===== config.mk =====
export PLATFORM = sky130hd
export DESIGN_NAME = ibm_byte_unit
export DESIGN_NICKNAME = d
export VERILOG_FILES = /design/src/hdl/assert_macros.svh /design/src/hdl/ibm_pkg.sv /design/src/hdl/ibm_byte_unit.sv
export SDC_FILE = /design/constraint.sdc
export NUM_CORES = 1
export LEC_CHECK = 0
export BUFFER_PORTS_ARGS = -buffer_cell sky130_fd_sc_hd__buf_2
export CAP_MARGIN = 20
export CORE_AREA = 10 10 47 49
export DETAILED_ROUTE_END_ITERATION = 16
export DIE_AREA = 0 0 57 59
export PLACE_DENSITY_LB_ADDON = 0.1
export RECOVER_POWER = 50
export SYNTH_ARGS = -nofsm -noshare
export SYNTH_HDL_FRONTEND = slang
export SYNTH_SLANG_ARGS = --single-unit

===== constraint.sdc =====
create_clock -name vclk -period 3.07
set_clock_uncertainty 0.1 [all_clocks]
set_input_delay 0.614 -clock vclk [all_inputs]
set_output_delay 0.614 -clock vclk [all_outputs]
set_load 0.01 [all_outputs]

===== src/hdl/assert_macros.svh =====
// ----------------------------------------------------------------------------
// Assertion macros
// Shared concurrent assertion wrappers. They expand to nothing in synthesis.
// ----------------------------------------------------------------------------
`ifndef ASSERT_MACROS_SVH
`define ASSERT_MACROS_SVH

`ifndef SYNTHESIS
`define ASSERT_PROP(lbl, clk, rst, prop, msg) \
  lbl: assert property (@(posedge clk) disable iff (rst) prop) else $error(msg);
`define ASSERT_NEVER(lbl, clk, rst, cond, msg) \
  lbl: assert property (@(posedge clk) disable iff (rst) !(cond)) else $error(msg);
`else
`define ASSERT_PROP(lbl, clk, rst, prop, msg)
`define ASSERT_NEVER(lbl, clk, rst, cond, msg)
`endif

`endif


===== src/hdl/ibm_pkg.sv =====
// ----------------------------------------------------------------------------
// Inode bitmap allocator package
// Operation and error codes, sequencer states and the byte unit result type.
// ----------------------------------------------------------------------------
package ibm_pkg;

  localparam int KIND_W  = 2;
  localparam int INODE_W = 17;
  localparam int ERR_W   = 2;
  localparam int CFG_W   = 4;

  localparam logic [KIND_W-1:0] KIND_READ  = 2'd0;
  localparam logic [KIND_W-1:0] KIND_WRITE = 2'd1;
  localparam logic [KIND_W-1:0] KIND_FIND  = 2'd2;

  localparam logic [ERR_W-1:0] ERR_OK    = 2'd0;
  localparam logic [ERR_W-1:0] ERR_RANGE = 2'd1;
  localparam logic [ERR_W-1:0] ERR_FULL  = 2'd2;

  localparam logic [CFG_W-1:0] BLOCKS_RESET = 4'd8;

  localparam logic [7:0] FULL_BYTE = 8'hff;

  typedef enum logic [3:0] {
    ST_CLEAR = 4'b0001,
    ST_IDLE  = 4'b0010,
    ST_RMW   = 4'b0100,
    ST_SCAN  = 4'b1000
  } state_t;

  typedef struct packed {
    logic       bit_value;
    logic [7:0] new_byte;
    logic [2:0] first_zero;
    logic       full;
  } byte_info_t;

endpackage


===== src/hdl/ibm_byte_unit.sv =====
// ----------------------------------------------------------------------------
// Byte unit
// Bit test, bit update and first-zero search on one bitmap byte.
// ----------------------------------------------------------------------------
module ibm_byte_unit (
  input  logic               [7:0] data_byte,
  input  logic               [2:0] bit_sel,
  input  logic                     set_value,
  output ibm_pkg::byte_info_t      info
);

  logic [2:0] first_zero;

  // Bits 0 to 6 are searched; a non-full byte with those all set has bit 7 clear.
  always_comb begin
    first_zero = 3'd7;
    for (int k = 6; k >= 0; k--) begin
      if (!data_byte[k]) begin
        first_zero = 3'(k);
      end
    end
  end

  always_comb begin
    info.bit_value  = data_byte[bit_sel];
    info.new_byte   = data_byte;
    info.new_byte[bit_sel] = set_value;
    info.first_zero = first_zero;
    info.full       = (data_byte == ibm_pkg::FULL_BYTE);
  end

endmodule

# Word-level counts from Yosys, hierarchy flattened

Cells that the tools add are included.

Flip-flop bits (word level): 0
Input bits: 12
Output and inout port bits: 13
Logic and storage cells: 16

Mux-type cells: 12
Equal/unequal tests: 1
Order comparisons: 2
Reductions and logical operators: 1

Operators with widths:

| kind               | number |
|---|---|
| $mux 3             | 6 |
| $bwmux 8           | 1 |
| $eq 8x8->1 const B | 1 |
| $lt 3x4->1 const B | 1 |
| $bmux 1 s3         | 1 |
| $demux 1 s3        | 1 |
| $ge 3x1->1 const B | 1 |
| $mux 1             | 3 |
| $logic_and 1x1->1  | 1 |

# Depth between registers and ports, before layout

Gate-level depths: netlist of the first run.

Word-level depth: 7
Gate-level depth with buffers: 4
Mapped depth without buffers: 3

# Worst setup path before layout of the first run

Ideal clock, no wire load.

Path kind: input -> output
Start: in bit_sel[1]
End: out info[12] (netlist name)
Slack: 0.817 ns
Data arrival time: 1.539 ns
Path buffers: 1
Stages: 3
Required time: 2.356 ns
Cell sequence: buf_6 > mux4_1 > mux2_2

RTL lines:

| item               | line               | RTL |
|---|---|---|
| start: declaration | ibm_byte_unit.sv:7 | `input logic [2:0] bit_sel,` |
| end: declaration   | ibm_byte_unit.sv:9 | `output ibm_pkg::byte_info_t info` |

==> results of run 1 <==
## critical path, stage by stage
cell      delay, ns
clkbuf_1       0.30
mux4_1         0.59
mux2_2         0.27
buf_2          0.14
## cell type report
| class | instances | area (um2) | share of cell area (%) |
|---|---|---|---|
| inverters | 2 | 7.51 | 1.87 |
| multi-input cells | 31 | 256 | 63.9 |
| well taps | 16 | 20.0 | 4.98 |
| repair buffers | 25 | 118 | 29.3 |
## layer usage
layer | global-route usage (%) | vias up | part of all wire [%]
li1 | - | 179 | -
met1 | 5.23 | 168 | 39
met2 | 10.2 | 10 | 51
met3 | 1.72 | 0 | 9.2
met4 | 0 | 0 | 0
met5 | 0 | - | 0
## logic make-up (layout without fill, tap and decap cells)
| group | after synthesis | count (layout) |
|---|---|---|
| compound gates | 4 | 4 |
| buf+inv | 5 | 27 |
| simple gates | 16 | 16 |
| mux | 11 | 11 |
## power by group through the flow
stage	sequential [mW]	clock (mW)	combinational, mW
4_1_cts	0	0	0.0583
3_3_place_gp	0	0	0.0585
6_report	0	0	0.0561
5_1_grt	0	0	0.0619
2_1_floorplan	0	0	0.0338
3_5_place_dp	0	0	0.0580
## metrics by stage
stage / instance area [um2] / setup WS, ns / std cells / power, mW / hold slack, ns
floorplan: 283 / 0.817 / 36 / 0.0338 / 1.22
global placement: 409 / 0.591 / 74 / 0.0585 / 1.46
detailed placement: 409 / 0.597 / 74 / 0.0580 / 1.46
CTS: 409 / 0.592 / 74 / 0.0583 / 1.46
global route: 402 / 0.350 / 74 / 0.0619 / 1.47
finish: 402 / 0.441 / 74 / 0.0561 / 1.45
## worst max path at each step
stage | startpoint | end | slack, ns | cells past startpoint
6_report | bit_sel[1] | info[12] | 0.44 | 4
5_1_grt | bit_sel[1] | info[12] | 0.35 | 4
4_1_cts | bit_sel[1] | info[12] | 0.59 | 4
3_5_place_dp | bit_sel[1] | info[12] | 0.60 | 4
3_3_place_gp | bit_sel[1] | info[12] | 0.59 | 4
2_1_floorplan | bit_sel[1] | info[12] | 0.82 | 3
## placed cells by master (no fill, tap or decap), drive strengths merged
| cell | n |
|---|---|
| buf | 19 |
| mux2 | 9 |
| nand2 | 6 |
| clkbuf | 6 |
| nor2 | 3 |
| nand3b | 2 |
| a31oi | 2 |
| inv | 2 |
| o21ai | 2 |
| nor3b | 2 |
| mux4 | 2 |
| nor3 | 1 |
| nand3 | 1 |
| nor4 | 1 |
==> metrics.yaml, run 1 <==
status:
  status: "complete, no violations"
sta:
  slew_violations: 0
  clock.fmax_mhz: 380
  worst_pin_slew_ns: 0.386
  fin_crit_ns: 2.63
  timing_hold_violations_final: 0
  period_share_pct: 85.6
  rsz0062_at_grt: "false"
  setup_viol: 0
  final.setup.tns_ns: 0
  relSlewSlack_pct: 74.3
power:
  clkPwrFrac_pct: 0
  switching_power_uw: 28.6
  pwr-share-comb_pct: 100.0
  swShare_pct: 51.0
  internal-power_uw: 27.5
  ir_drop_v: 0.0000371
  cellPowerDensity_nw_per_um2: 140
  leakage_nw: 0.179
  seqPwrFrac_pct: 0
worst_setup_path:
  crit_type: "in2out"
  startpoint_type: "primary input"
  cp-end-kind: "output pin"
  cp.required_ns: 2.36
  crit_arrival_ns: 1.92
  critPathMaxFanout: 10
logic_synthesis:
  synth.distinct_cells: 14
  netlist_top_cells_count: "9 x mux2_2, 6 x nand2_1, 3 x nor2_1"
  yosys.area.top_type: "mux2_2"
  ys_warn_count: 0
  synth_top_area_share_pct: 35.8
  synth_top_family_by_area: "multiplexers"
  synth_compound_area_share_pct: 7.96
  synth_seq_area_share_pct: 0
  synth.area.top_cells: "mux2_2 36%, mux4_1 19%, nand2_1 8.0%, nand3b_1 5.3%, nor3b_1 5.3%"
  synthCells: 36
  synth_xor_xnor_area_share_pct: 0
  synth_fa_ha_area_share_pct: 0
  synth_simple_gate_area_share_pct: 28.3
  synthMuxAreaShare_pct: 54.4
  syn-num-nets: 48
  yosysMostFrequentCell: "mux2_2"
  synth.avg_cell_area_um2: 7.85
  synth_area_um2: 283
clock_network:
  hold_buffers: 0
  post_cts.repair.setup_buffers: 0
  ctsResizeCount: 0
finish:
  nNetsFinal: 72
  fillers: 171
  antennaDiodeCount: 0
  syn_to_final_growth_pct: 42.0
  seq_area_um2: 0
  n_clock_buffer: 0
  final_layout_size_suffix_gt1_share_pct: 48.3
  seq_cells: 0
  final_util_pct: 28.7
grt:
  grt.total_usage_pct: 5.10
  grt_pass1_vias: 358
  antenna_found_initial: 0
  grt_pass1_wl_um: 1540
  grt.overflow.total: 0
  grt_max_degree: 11
detailed_routing:
  ant_nets: 0
  drtIter0Drc: 2
  drc: 0
  wl_per_cell_um: 13.2
  finalWirelength_um: 975
  via_count: 357
  first_pass_iters: 2
  vias_per_cell: 4.82
worst_hold_path:
  whs_path_depth: 3
  hold_path_end: "info[2]"
  holdCritPathClass: "in2out"
  holdCritStartpoint: "data_byte[3]"
floorplanning:
  die_h_um: 59
  io_pins: 25
  initial_core_util_pct: 20.2
  core-area_um2: 1400
  die_w_um: 57
  die_area_um2: 3360
  fp-row-count: 14
placement:
  routabilityCongestion: 0.642
  port_buffers: 25
  dp.final_hpwl_um: 841
job:
  drv_cap: 0
(Power assumes the default switching activity.)
==> run 2: changes to the inputs <==
BUFFER_PORTS_ARGS = -buffer_cell sky130_fd_sc_hd__buf_4   (was -buffer_cell sky130_fd_sc_hd__buf_2)
==> metrics.yaml, run 2 (synthesis results as in run 1) <==
status:
  status: "complete, no violations"
sta:
  setup_viol: 0  # unchanged
  worst_pin_slew_ns: 0.412  # +0.0259 ns
  slew_violations: 0  # unchanged
  clock.fmax_mhz: 374  # -1.6%
  rsz0062_at_grt: "false"
  whs_ns: 1.43  # -0.0217 ns
  timing_hold_violations_final: 0  # unchanged
  relSlewSlack_pct: 72.5  # -1.7 points
  period_share_pct: 87.0  # +1.4 points
  fin_crit_ns: 2.67  # +0.0431 ns
  final.setup.tns_ns: 0  # unchanged
detailed_routing:
  finalWirelength_um: 999  # +2.5%
  first_pass_iters: 3  # +1
  drtIter0Drc: 4  # +2
  vias_per_cell: 4.61  # -4.5%
  wl_per_cell_um: 13.5  # +2.5%
  drc: 0  # unchanged
  ant_nets: 0  # unchanged
  via_count: 341  # -4.5%
finish:
  antennaDiodeCount: 0  # unchanged
  n_clock_buffer: 0  # unchanged
  nNetsFinal: 72  # unchanged
  seq_cells: 0  # unchanged
  final_cell_mix: "19 x buf_4, 9 x mux2_2, 6 x nand2_1, 6 x clkbuf_1, 3 x nor2_1"
  final_common_cell: "buf_4"
  final_layout_size_suffix_gt1_share_pct: 48.3  # unchanged
  seq_area_um2: 0  # unchanged
  syn_to_final_growth_pct: 58.8
floorplanning:
  die_area_um2: 3360  # unchanged
  die_h_um: 59  # unchanged
  die_w_um: 57  # unchanged
  io_pins: 25  # unchanged
  fp-row-count: 14  # unchanged
  core-area_um2: 1400  # unchanged
  initial_core_util_pct: 20.2  # unchanged
worst_setup_path:
  crit_type: "in2out"
  critPathBufInv: 2  # unchanged
  startpoint_type: "primary input"
  cp_slowest_cell: "mux4_1"
  cp.required_ns: 2.36  # about the same
  crit_chain: "clkbuf_1 > mux4_1 > mux2_2 > buf_4"
  crit_arrival_ns: 1.96  # +0.04 ns
  path_delay_family: "multiplexers"
  critPathMaxFanout: 10  # unchanged
  cpPeakStageDelay_ns: 0.60  # about the same
  cp-end-kind: "output pin"
power:
  internal-power_uw: 36.0  # +31%
  pwr-share-comb_pct: 100.0  # about the same
  ir_drop_v: 0.0000420  # +13%
  total_power_uw: 65.1  # +16%
  seqPwrFrac_pct: 0  # unchanged
  leakage_nw: 0.196  # +9.2%
  cellPowerDensity_nw_per_um2: 145  # +3.7%
  swShare_pct: 44.7  # -6.3 points
  clkPwrFrac_pct: 0  # unchanged
  switching_power_uw: 29.1  # +1.6%
grt:
  grt.total_usage_pct: 5.32  # +0.22 points
  grt_pass1_vias: 384  # +7.3%
  grt_pass1_wl_um: 1590  # +3.6%
  grt.overflow.total: 0  # unchanged
  grt_max_degree: 11  # unchanged
  antenna_found_initial: 0  # unchanged
clock_network:
  post_cts.repair.setup_buffers: 0  # unchanged
  ctsResizeCount: 0  # unchanged
  hold_buffers: 0  # unchanged
worst_hold_path:
  holdCritPathClass: "in2out"
placement:
  routabilityCongestion: 0.622  # -3.2%
  port_buffers: 25  # unchanged
  dp.final_hpwl_um: 848  # +0.80%
job:
  drv_cap: 0  # unchanged
run 2: layout make-up:
type                            instances  area (um2)
Inverter                                2        7.51
Tap cell                               16        20.0
Timing Repair Buffer                   25         165
Fill cell                             175         952
Multi-Input combinational cell         31         256
run 2: path summary, 6_finish.rpt:
kind                    startpoint       end  slack [ns]  cells past startpoint
worst min-delay path  data_byte[1]   info[1]        1.43                      3
worst max-delay path    bit_sel[1]  info[12]        0.40                      4
run 2: worst min-delay path, stage by stage:
cell and delay, ns:
buf_4 0.10, a31oi_1 0.07, clkbuf_1 0.13
run 2: routing by layer:
metal  global-route usage (%)  up-vias  part of all wire (%)  routed length [um]
met5                        0        -                     0                   0
met4                        0        0                     0                   0
met3                     2.58        0                    11                 105
met2                     10.2       10                    52                 515
met1                     5.36      153                    38                 378
li1                         -      178                     -                   -
run 2: power groups by stage:
stage	registers, mW	logic (mW)	clock network, mW
after floorplan	0	0.0338	0
after global placement	0	0.0698	0
after detailed placement	0	0.0693	0
after CTS	0	0.0696	0
after global routing	0	0.0712	0
final	0	0.0651	0
run 2: stage by stage:
| stage | cells | setup slack [ns] | util (%) | area, um2 |
|---|---|---|---|---|
| finish | 74 | 0.398 | 32.1 | 449 |
| global route | 74 | 0.321 | 32.1 | 449 |
| floorplan | 36 | 0.817 | - | 283 |
| CTS | 74 | 0.625 | 33.7 | 472 |
| detailed placement | 74 | 0.627 | 33.7 | 472 |
| global placement | 74 | 0.644 | 33.7 | 472 |
==> run 3: changes to the inputs <==
ABC_AREA = 1   (was default)
==> metrics.yaml, run 3 <==
status:
  status: "complete, no violations"
worst_setup_path:
  critPathMaxFanout: 6  # -4
  cp.required_ns: 2.36  # about the same
  startpoint_type: "primary input"
  cp-end-kind: "output pin"
  crit_arrival_ns: 1.27  # -0.69 ns
  crit_type: "in2out"
floorplanning:
  die_area_um2: 3360  # unchanged
  io_pins: 25  # unchanged
  initial_core_util_pct: 20.4  # +0.27 points
  core-area_um2: 1400  # unchanged
  die_h_um: 59  # unchanged
  fp-row-count: 14  # unchanged
  die_w_um: 57  # unchanged
logic_synthesis:
  synth.distinct_cells: 13  # -1
  netlist_top_cells_count: "33 x nand2_1, 8 x nand3_1, 7 x o21ai_1"
  synth_area_um2: 287  # +1.3%
  synth.avg_cell_area_um2: 4.48  # -43%
  yosys.area.top_type: "nand2_1"
  ys_warn_count: 0  # unchanged
  synth_seq_area_share_pct: 0  # unchanged
  synth.area.top_cells: "nand2_1 43%, nand3_1 14%, o21ai_1 12%, inv_1 5.2%, nand2_2 4.4%"
  synth_top_area_share_pct: 43.2  # +7.4 points
  yosysMostFrequentCell: "nand2_1"
  syn-num-nets: 76  # +58%
  synthCells: 64  # +78%
detailed_routing:
  via_count: 475  # +39%
  first_pass_iters: 4  # +1
  finalWirelength_um: 1160  # +16%
  ant_nets: 0  # unchanged
  wl_per_cell_um: 11.1  # -17%
  vias_per_cell: 4.57  # -0.89%
  drc: 0  # unchanged
  drtIter0Drc: 7  # +3
finish:
  seq_area_um2: 0  # unchanged
  final_layout_size_suffix_gt1_share_pct: 28.4  # -20 points
  syn_to_final_growth_pct: 63.3
  final_util_pct: 33.4  # +1.3 points
  seq_cells: 0  # unchanged
  final_common_cell: "nand2_1"
  final_cell_mix: "33 x nand2_1, 21 x buf_4, 8 x nand3_1"
  nNetsFinal: 102  # +42%
  n_clock_buffer: 0  # unchanged
  antennaDiodeCount: 0  # unchanged
sta:
  rsz0062_at_grt: "false"
  timing_hold_violations_final: 0  # unchanged
  slew_violations: 0  # unchanged
  fin_crit_ns: 1.98  # -0.692 ns
  relSlewSlack_pct: 83.7  # +11 points
  period_share_pct: 64.5  # -23 points
  worst_pin_slew_ns: 0.244  # -0.168 ns
  clock.fmax_mhz: 505  # +35%
  final.setup.tns_ns: 0  # unchanged
  setup_viol: 0  # unchanged
power:
  cellPowerDensity_nw_per_um2: 153  # +5.5%
  ir_drop_v: 0.0000471  # +12%
  leakage_nw: 0.270  # +38%
job:
  drv_cap: 0  # unchanged
placement:
  dp.final_hpwl_um: 1000  # +18%
  routabilityCongestion: 0.706  # +13%
  port_buffers: 25  # unchanged
clock_network:
  hold_buffers: 0  # unchanged
  ctsResizeCount: 0  # unchanged
  post_cts.repair.setup_buffers: 0  # unchanged
grt:
  grt.total_usage_pct: 6.51  # +1.2 points
  grt_pass1_wl_um: 1970  # +24%
  grt_max_degree: 10  # -1
  grt_pass1_vias: 448  # +17%
  antenna_found_initial: 0  # unchanged
  grt.overflow.total: 0  # unchanged
worst_hold_path:
  holdCritPathClass: "in2out"
  whs_path_depth: 3  # unchanged
## run 3: changes by cell type in the layout (fill, tap and decap cells not counted), moves of 5 or more
cell / delta
mux2_2: -9
nand2_1: +27
nand3_1: +7
o21ai_1: +5
## run 3: power by group
group	switching [mW]	total [mW]	internal, mW	leakage [nW]
logic	0.0385	0.0715	0.0330	0.270
clock network	0	0	0	0
registers	0	0	0	0
## run 3: critical path: stages
cell and delay, ns:
buf_4 0.13, inv_1 0.12, nand3_1 0.10, o21ai_0 0.16
buf_4 0.15
## run 3: path summary, 6_finish.rpt
path          from  endpoint  slack (ns)
max     bit_sel[2]   info[5]        1.09
min   data_byte[1]   info[1]        1.41
## run 3: through the flow
stage / power (mW) / instances / setup WS, ns / hold WS, ns / cell area, um2
3_3_place_gp: 0.0746 / 104 / 1.09 / 1.43 / 483
3_5_place_dp: 0.0750 / 104 / 1.09 / 1.42 / 483
2_1_floorplan: 0.0353 / 64 / 1.24 / 1.21 / 287
5_1_grt: 0.0809 / 104 / 0.958 / 1.43 / 468
6_report: 0.0715 / 104 / 1.09 / 1.41 / 468
4_1_cts: 0.0750 / 104 / 1.09 / 1.42 / 483
## run 3: area by class of cell
| cell class | count | area, um2 |
|---|---|---|
| Fill cell | 177 | 933 |
| Inverter | 6 | 30.0 |
| Multi-Input combinational cell | 57 | 245 |
| Tap cell | 16 | 20.0 |
| Timing Repair Buffer | 25 | 173 |
## run 3: cells by family (layout without fill, tap and decap cells)
group           after synthesis  in the layout  share of synthesized area [%]
simple gates                 47             47                           68.1
compound gates               10             10                           17.5
buf+inv                       7             31                           14.4
## run 3: routing by layer
layer / global-route usage (%) / part of all wire (%)
met1: 7.89 / 44
met3: 1.29 / 5.7
met2: 12.1 / 51
met4: 0 / 0
met5: 0 / 0
